$ cat config.mk
export PLATFORM = sky130hd
export DESIGN_NAME = sorted_unique_index_set
export DESIGN_NICKNAME = d
export VERILOG_FILES = /design/src/sv/sui_pkg.sv /design/src/sv/sorted_unique_index_set.sv /design/src/sv/sui_cell.sv
export SDC_FILE = /design/constraint.sdc
export NUM_CORES = 2
export LEC_CHECK = 0
export BUFFER_PORTS_ARGS = -buffer_cell sky130_fd_sc_hd__buf_2
export CORE_ASPECT_RATIO = 1.75
export CORE_MARGIN = 3
export CORE_UTILIZATION = 58
export DETAILED_ROUTE_END_ITERATION = 10
export PLACE_DENSITY_LB_ADDON = 0.12
export SYNTH_ARGS = -nofsm -noshare
export SYNTH_HDL_FRONTEND = slang
export SYNTH_SLANG_ARGS = --single-unit
$ cat constraint.sdc
create_clock -name clk_i -period 18.2 [get_ports clk_i]
set_input_delay 3.64 -clock clk_i [delete_from_list [all_inputs] [get_ports clk_i]]
set_output_delay 3.64 -clock clk_i [all_outputs]
set_load 0.02 [all_outputs]
$ cat src/sv/sui_pkg.sv
// shared types and constants for the sorted unique index set
`timescale 1ns / 1ps
`default_nettype none

package sui_pkg;

  localparam int unsigned CAPACITY   = 64;
  localparam int unsigned INDEX_BITS = 16;
  localparam int unsigned FIELD_W    = 16;
  localparam int unsigned CNT_W      = $clog2(CAPACITY + 1);

  typedef enum logic [2:0] {
    CMD_ADD    = 3'd0,
    CMD_REMOVE = 3'd1,
    CMD_QUERY  = 3'd2,
    CMD_CLEAR  = 3'd3,
    CMD_LIMIT  = 3'd4
  } cmd_e;

  typedef enum logic [1:0] {
    ST_OK    = 2'd0,
    ST_RANGE = 2'd1,
    ST_FULL  = 2'd2
  } status_e;

  typedef struct packed {
    logic [2:0]         cmd;
    logic [FIELD_W-1:0] index;
    logic               no_limit;
  } item_t;

  typedef struct packed {
    logic             present;
    logic [CNT_W-1:0] entry_count;
    logic [1:0]       status;
  } result_t;

  // broadcast to every cell of the chain
  typedef struct packed {
    logic                  capture;
    logic                  ins;
    logic                  del;
    logic [INDEX_BITS-1:0] idx;
  } cell_ctrl_t;

endpackage

`default_nettype wire

$ cat src/sv/sorted_unique_index_set.sv
// top level of the sorted unique index set: control, counters and cell chain
//
//  channel   direction  handshake          payload
//  command   in         start / busy       in_i  (item_t)
//  result    out        done_o strobe      res_o (result_t)
//
// each command runs a compare in every cell, then a shift and update
// busy is high in the compare cycle only, so a new command can be taken while
// the previous one updates; the result strobe follows in the cycle after the update
// reset clears the count and the limit; cell contents need no reset
// the receiver cannot stall, every result is shown for one cycle
`timescale 1ns / 1ps
`default_nettype none

module sorted_unique_index_set import sui_pkg::*; (
  input  logic    clk_i,
  input  logic    rst_ni,
  input  logic    start,
  output logic    busy,
  input  item_t   in_i,
  output logic    done_o,
  output result_t res_o
);

  typedef enum logic [2:0] {
    S_IDLE = 3'b001,
    S_CMP  = 3'b010,
    S_UPD  = 3'b100
  } state_e;

  state_e state_q, state_d;

  logic [2:0]            cmd_q;
  logic [INDEX_BITS-1:0] idx_q;
  logic                  nolim_q;
  logic                  lim_hit_q;
  logic [CNT_W-1:0]      total_q, total_d;
  logic [INDEX_BITS-1:0] limit_q, limit_d;
  logic                  lim_act_q, lim_act_d;
  result_t               res_q, res_d;
  logic                  done_q;

  logic accept, upd;
  logic present, full;
  logic [CNT_W-1:0] pos;
  status_e status;
  cell_ctrl_t ctrl;

  logic [INDEX_BITS-1:0] entry   [CAPACITY];
  logic [CAPACITY-1:0]   below, eq, valid;
  logic [CAPACITY:0]     below_ext;

  assign accept = start && !busy;
  assign busy   = (state_q == S_CMP);
  assign upd    = (state_q == S_UPD);

  always_comb begin
    state_d = state_q;
    case (state_q)
      S_IDLE:  if (start) state_d = S_CMP;
      S_CMP:   state_d = S_UPD;
      S_UPD:   state_d = start ? S_CMP : S_IDLE;
      default: state_d = S_IDLE;
    endcase
  end

  always_ff @(posedge clk_i or negedge rst_ni) begin
    if (!rst_ni) begin
      state_q   <= S_IDLE;
      total_q   <= '0;
      lim_act_q <= 1'b0;
      limit_q   <= '0;
      done_q    <= 1'b0;
    end else begin
      state_q   <= state_d;
      total_q   <= total_d;
      lim_act_q <= lim_act_d;
      limit_q   <= limit_d;
      done_q    <= upd;
    end
  end

  always_ff @(posedge clk_i) begin
    if (accept) begin
      cmd_q   <= in_i.cmd;
      idx_q   <= in_i.index[INDEX_BITS-1:0];
      nolim_q <= in_i.no_limit;
    end
    if (busy) begin
      lim_hit_q <= lim_act_q && (idx_q >= limit_q);
    end
    if (upd) begin
      res_q <= res_d;
    end
  end

  // chain of cells
  assign below_ext = {1'b0, below};

  for (genvar i = 0; i < CAPACITY; i++) begin : g_cell
    logic [INDEX_BITS-1:0] left_e, right_e;
    logic                  left_b;
    assign valid[i] = (total_q > CNT_W'(i));
    if (i == 0) begin : g_first
      assign left_e = idx_q;
      assign left_b = 1'b1;
    end else begin : g_mid
      assign left_e = entry[i-1];
      assign left_b = below[i-1];
    end
    if (i == CAPACITY - 1) begin : g_last
      assign right_e = entry[i];
    end else begin : g_inner
      assign right_e = entry[i+1];
    end
    sui_cell u_cell (
      .clk_i         (clk_i),
      .ctrl_i        (ctrl),
      .valid_i       (valid[i]),
      .left_entry_i  (left_e),
      .left_below_i  (left_b),
      .right_entry_i (right_e),
      .entry_o       (entry[i]),
      .below_o       (below[i]),
      .eq_o          (eq[i])
    );
  end

  // below flags form a thermometer, so the insertion point is its edge
  always_comb begin
    pos = '0;
    for (int i = 0; i < CAPACITY; i++) begin
      if (below_ext[i] && !below_ext[i+1]) begin
        pos = pos | CNT_W'(i + 1);
      end
    end
  end

  assign present = |eq;
  assign full    = (total_q == CNT_W'(CAPACITY));

  always_comb begin
    ctrl.capture = busy;
    ctrl.idx     = idx_q;
    ctrl.ins     = 1'b0;
    ctrl.del     = 1'b0;
    total_d      = total_q;
    limit_d      = limit_q;
    lim_act_d    = lim_act_q;
    status       = ST_OK;
    if (upd) begin
      case (cmd_q)
        CMD_ADD: begin
          if (lim_hit_q) begin
            status = ST_RANGE;
          end else if (!present) begin
            if (full) begin
              status = ST_FULL;
            end else begin
              ctrl.ins = 1'b1;
              total_d  = total_q + 1'b1;
            end
          end
        end
        CMD_REMOVE: begin
          if (present) begin
            ctrl.del = 1'b1;
            total_d  = total_q - 1'b1;
          end
        end
        CMD_CLEAR: total_d = '0;
        CMD_LIMIT: begin
          if (nolim_q) begin
            lim_act_d = 1'b0;
          end else begin
            lim_act_d = 1'b1;
            limit_d   = idx_q;
            total_d   = pos;
          end
        end
        default: ;
      endcase
    end
    res_d.present     = present;
    res_d.entry_count = total_d;
    res_d.status      = status;
  end

  assign done_o = done_q;
  assign res_o  = res_q;

endmodule

`default_nettype wire

$ cat src/sv/sui_cell.sv
// one cell of the sorted chain: holds one entry, compares and shifts
`timescale 1ns / 1ps
`default_nettype none

module sui_cell import sui_pkg::*; (
  input  logic                  clk_i,
  input  cell_ctrl_t            ctrl_i,
  input  logic                  valid_i,
  input  logic [INDEX_BITS-1:0] left_entry_i,
  input  logic                  left_below_i,
  input  logic [INDEX_BITS-1:0] right_entry_i,
  output logic [INDEX_BITS-1:0] entry_o,
  output logic                  below_o,
  output logic                  eq_o
);

  logic [INDEX_BITS-1:0] entry_q, entry_d;
  logic                  below_q, eq_q;

  always_comb begin
    entry_d = entry_q;
    if (ctrl_i.ins) begin
      // left neighbor not below the index: insertion point is left of us
      if (!left_below_i) begin
        entry_d = left_entry_i;
      end else if (!below_q) begin
        entry_d = ctrl_i.idx;
      end
    end
    if (ctrl_i.del && !below_q) begin
      entry_d = right_entry_i;
    end
  end

  always_ff @(posedge clk_i) begin
    entry_q <= entry_d;
    if (ctrl_i.capture) begin
      below_q <= valid_i && (entry_q < ctrl_i.idx);
      eq_q    <= valid_i && (entry_q == ctrl_i.idx);
    end
  end

  assign entry_o = entry_q;
  assign below_o = below_q;
  assign eq_o    = eq_q;

endmodule

`default_nettype wire

==> results.yml <==
logic_synthesis:
  netlist_area_mm2: 0.0828
  synthArstFlopShare: 0.0231
  seq_area_frac_synth: 0.437
  syn_avg_cell_area_um2: 10.4
  synthDominantCellAreaShare: 0.429
  synth-seq-cells: 1211
  synth_top_cells_by_area: "edfxtp_1 (43%), ha_1 (16%), mux2i_1 (12%)"
  yosysTopAreaCell: "edfxtp_1"
  yosysWarnings: 0
  netlist_instances: 7954
  synth_flop_cell: "edfxtp_1"
  ys_types: 60
  synth.net_count: 9021
  synth-edff-count: 1183
pwr:
  p_clk_frac: 0.310
  sw_frac_of_total: 0.341
  vdd_drop_max_uv: 83.5
  p_int_w: 0.00537
  pwr-share-comb: 0.281
  switchingPower_w: 0.00278
  powerDensity_mw_per_mm2: 91.5
  power_frac_seq: 0.409
  p_leak_nw: 34.5
grt:
  first_global_vias: 67213
  grt-ovfl-total: 0
  grt_pass1_wl_mm: 440
  track_usage: 0.403
  grt_max_degree: 69
  antenna_found_initial: 18
die:
  fp-row-count: 182
  pin_count: 35
  die_y_um: 506
  core-area_mm2: 0.141
  initial_core_util: 0.587
  die_x_um: 292
  dieArea_mm2: 0.148
route:
  met3WireLength_mm: 23.4
  avgViaCountPerCell: 6.78
  wl_met2_mm: 142
  drt_pass1_iterations: 6
  wire_per_inst_um: 31.0
  vias: 66379
  dr.first_iter.drc_count: 6198
  dr.max_layer_used: "met5"
  wl_mm: 303
  drc: 0
  antenna_left: 0
  wl_met1_mm: 103
clock_tree:
  clk_latency_ps: 780
  cts_resized: 0
  cts_sinks: 1211
  cts_made_buffers: 117
  root_buffer: "clkbuf_16"
  hold_buffers: 0
  clockBufferDepth: 3
  cts_tree: "done"
  postCtsSetupBuffers: 0
  clk_pin_slew_worst_paths_ps: 70
  h-tree-depth: 3
hold_path:
  hold_class: "reg2reg"
timing:
  fin_crit_sh: 0.291
  relSlewSlack: 0.0799
  period_needed_ps: 5300
  hold_viol: 0
  setup_viol: 0
  tightest_slew_ps: 1360
  skew_ps: 27.3
  tns_ps: 0
  rsz0062_at_grt: "no"
  slew_violations: 0
  max_freq_mhz: 189
place:
  hpwl_mm: 218
  place_congestion: 1.01
  place_inst: 9559
  port_buffers: 34
worst_setup_path:
  cp_slowest_stage_delay_ps: 420
  crit_type: "reg2out"
  cp_cell_sequence: "nor3b_2, buf_2"
  cp-start-kind: "flip-flop"
  end_kind: "output port"
  path_max_fanout: 4
  slowest_stage: "dfrtp_1"
  arrival_ps: 1660
  required_ps: 14560
final_layout:
  final_nets: 8906
  syn2layout_area_growth_pct: 7.53
  fin_util: 0.631
  layoutNonFillerInstCount: 9792
  drive_gt1_frac: 0.0665
status:
  status: "completed"
flow_run:
  drv_cap: 0
-- placed cells by master (no fill, tap or decap), types with 13 or more instances in the layout --
| cell | instances |
|---|---|
| mux2_2 | 16 |
| inv_1 | 111 |
| a211o_1 | 25 |
| nand4_1 | 233 |
| nor2_1 | 255 |
| o21a_1 | 104 |
| buf_4 | 196 |
| clkbuf_16 | 120 |
| bufinv_16 | 13 |
| clkinv_2 | 30 |
| nor3_1 | 38 |
| nand2_1 | 1169 |
| nor2b_1 | 122 |
| clkbuf_1 | 20 |
| inv_4 | 15 |
| dfrtp_1 | 26 |
| a31oi_1 | 22 |
| o22ai_2 | 59 |
| edfxtp_1 | 1183 |
| nand2b_1 | 51 |
| mux2i_1 | 995 |
| nand3_1 | 39 |
| clkinv_1 | 28 |
| nor4b_1 | 22 |
| buf_2 | 34 |
| ha_1 | 1044 |
| o211ai_1 | 28 |
| o21ai_0 | 1249 |
| a211oi_1 | 73 |
| a21oi_1 | 295 |
| nor4_1 | 35 |
| a21o_1 | 164 |
-- final cells by class --
cell class | instances | area [um^2]
fill | 11577 | 52100
sequential | 1211 | 36200
clock inverter | 83 | 749
multi-input combinational | 6145 | 44400
clock buffer | 140 | 3080
timing repair buffer | 238 | 1800
antenna | 9 | 22.5
inverter | 126 | 510
tap | 1840 | 2300
-- stage by stage --
stage	setup slack [ps]	cell area, um^2	power [W]	hold WS, ps
global placement	13010	85200	0.00553	472
global route	12710	89100	0.00839	508
detailed placement	12940	85200	0.00559	470
finish	12900	89100	0.00815	496
floorplan	3440	82800	0.00471	438
CTS	12890	89100	0.00807	487
-- flip-flops by register name (all words and copies together), names as in the netlist, 3 cells and up --
register,cells
g_cell.u_cell.eq_o,64
total_q,7
state_q,3
cmd_q,3
limit_q,16
res_o,10
g_cell.u_cell.below_o,64
g_cell.u_cell.entry_o,1024
g_cell.left_e,16
-- worst paths after layout --
| kind | slack (ps) | depth (start not counted) | start | end |
|---|---|---|---|---|
| min in group asynchronous | 2940 | 1 | rst_ni | limit_q[6] |
| worst min-delay path | 500 | 1 | state_q[1] | state_q[1] |
| worst min register to register | 500 | 1 | state_q[1] | state_q[1] |
| max in group asynchronous | 14720 | 1 | rst_ni | total_q[6] |
| worst max register to register | 12920 | 8 | g_cell[24].u_cell.eq_o | g_cell[0].u_cell.entry_o[15] |
| worst max-delay path | 12900 | 2 | state_q[2] | busy |
-- layer usage --
layer  vias up  GRT usage
li1      29708          -
met1     31928      0.429
met2      3332      0.666
met3      1401     0.0838
met4        10      0.384
met5         -          0
-- critical path: cells and delay by family (launching register included) --
family | cells | cell delay, ps
flip-flops | 1 | 420
AND/OR/NAND/NOR | 1 | 200
buffers and inverters | 1 | 280
-- Yosys cell counts, drive strengths merged, types with 64 or more instances --
master and n:
nor2b 123, a21oi 295, a211oi 73, nand2 1169, o21ai 1252, edfxtp 1183
a21o 164, ha 1044, nand4 233, o22ai 64, clkbuf 411, inv 126
mux2i 995, o21a 104, nor2 255
-- cell families after synthesis --
| family | count (synthesis) | share of synthesized area |
|---|---|---|
| flip-flops | 1211 | 0.437 |
| multiplexers | 1011 | 0.122 |
| XOR/XNOR | 5 | 0.000529 |
| adder cells (fa/ha/maj) | 1044 | 0.158 |
| AND/OR/NAND/NOR | 2012 | 0.109 |
| AO/OA/AOI/OAI | 2073 | 0.145 |
| buffers and inverters | 598 | 0.0278 |
-- power groups by stage --
stage | clock [W] | sequential, W | combinational, W
finish | 0.00253 | 0.00333 | 0.00229
global route | 0.00264 | 0.00334 | 0.00241
CTS | 0.00253 | 0.00333 | 0.00221
detailed placement | 0 | 0.00339 | 0.00220
global placement | 0 | 0.00339 | 0.00214
floorplan | 0 | 0.00335 | 0.00136
Note: power is estimated with default switching activity, not from simulation.
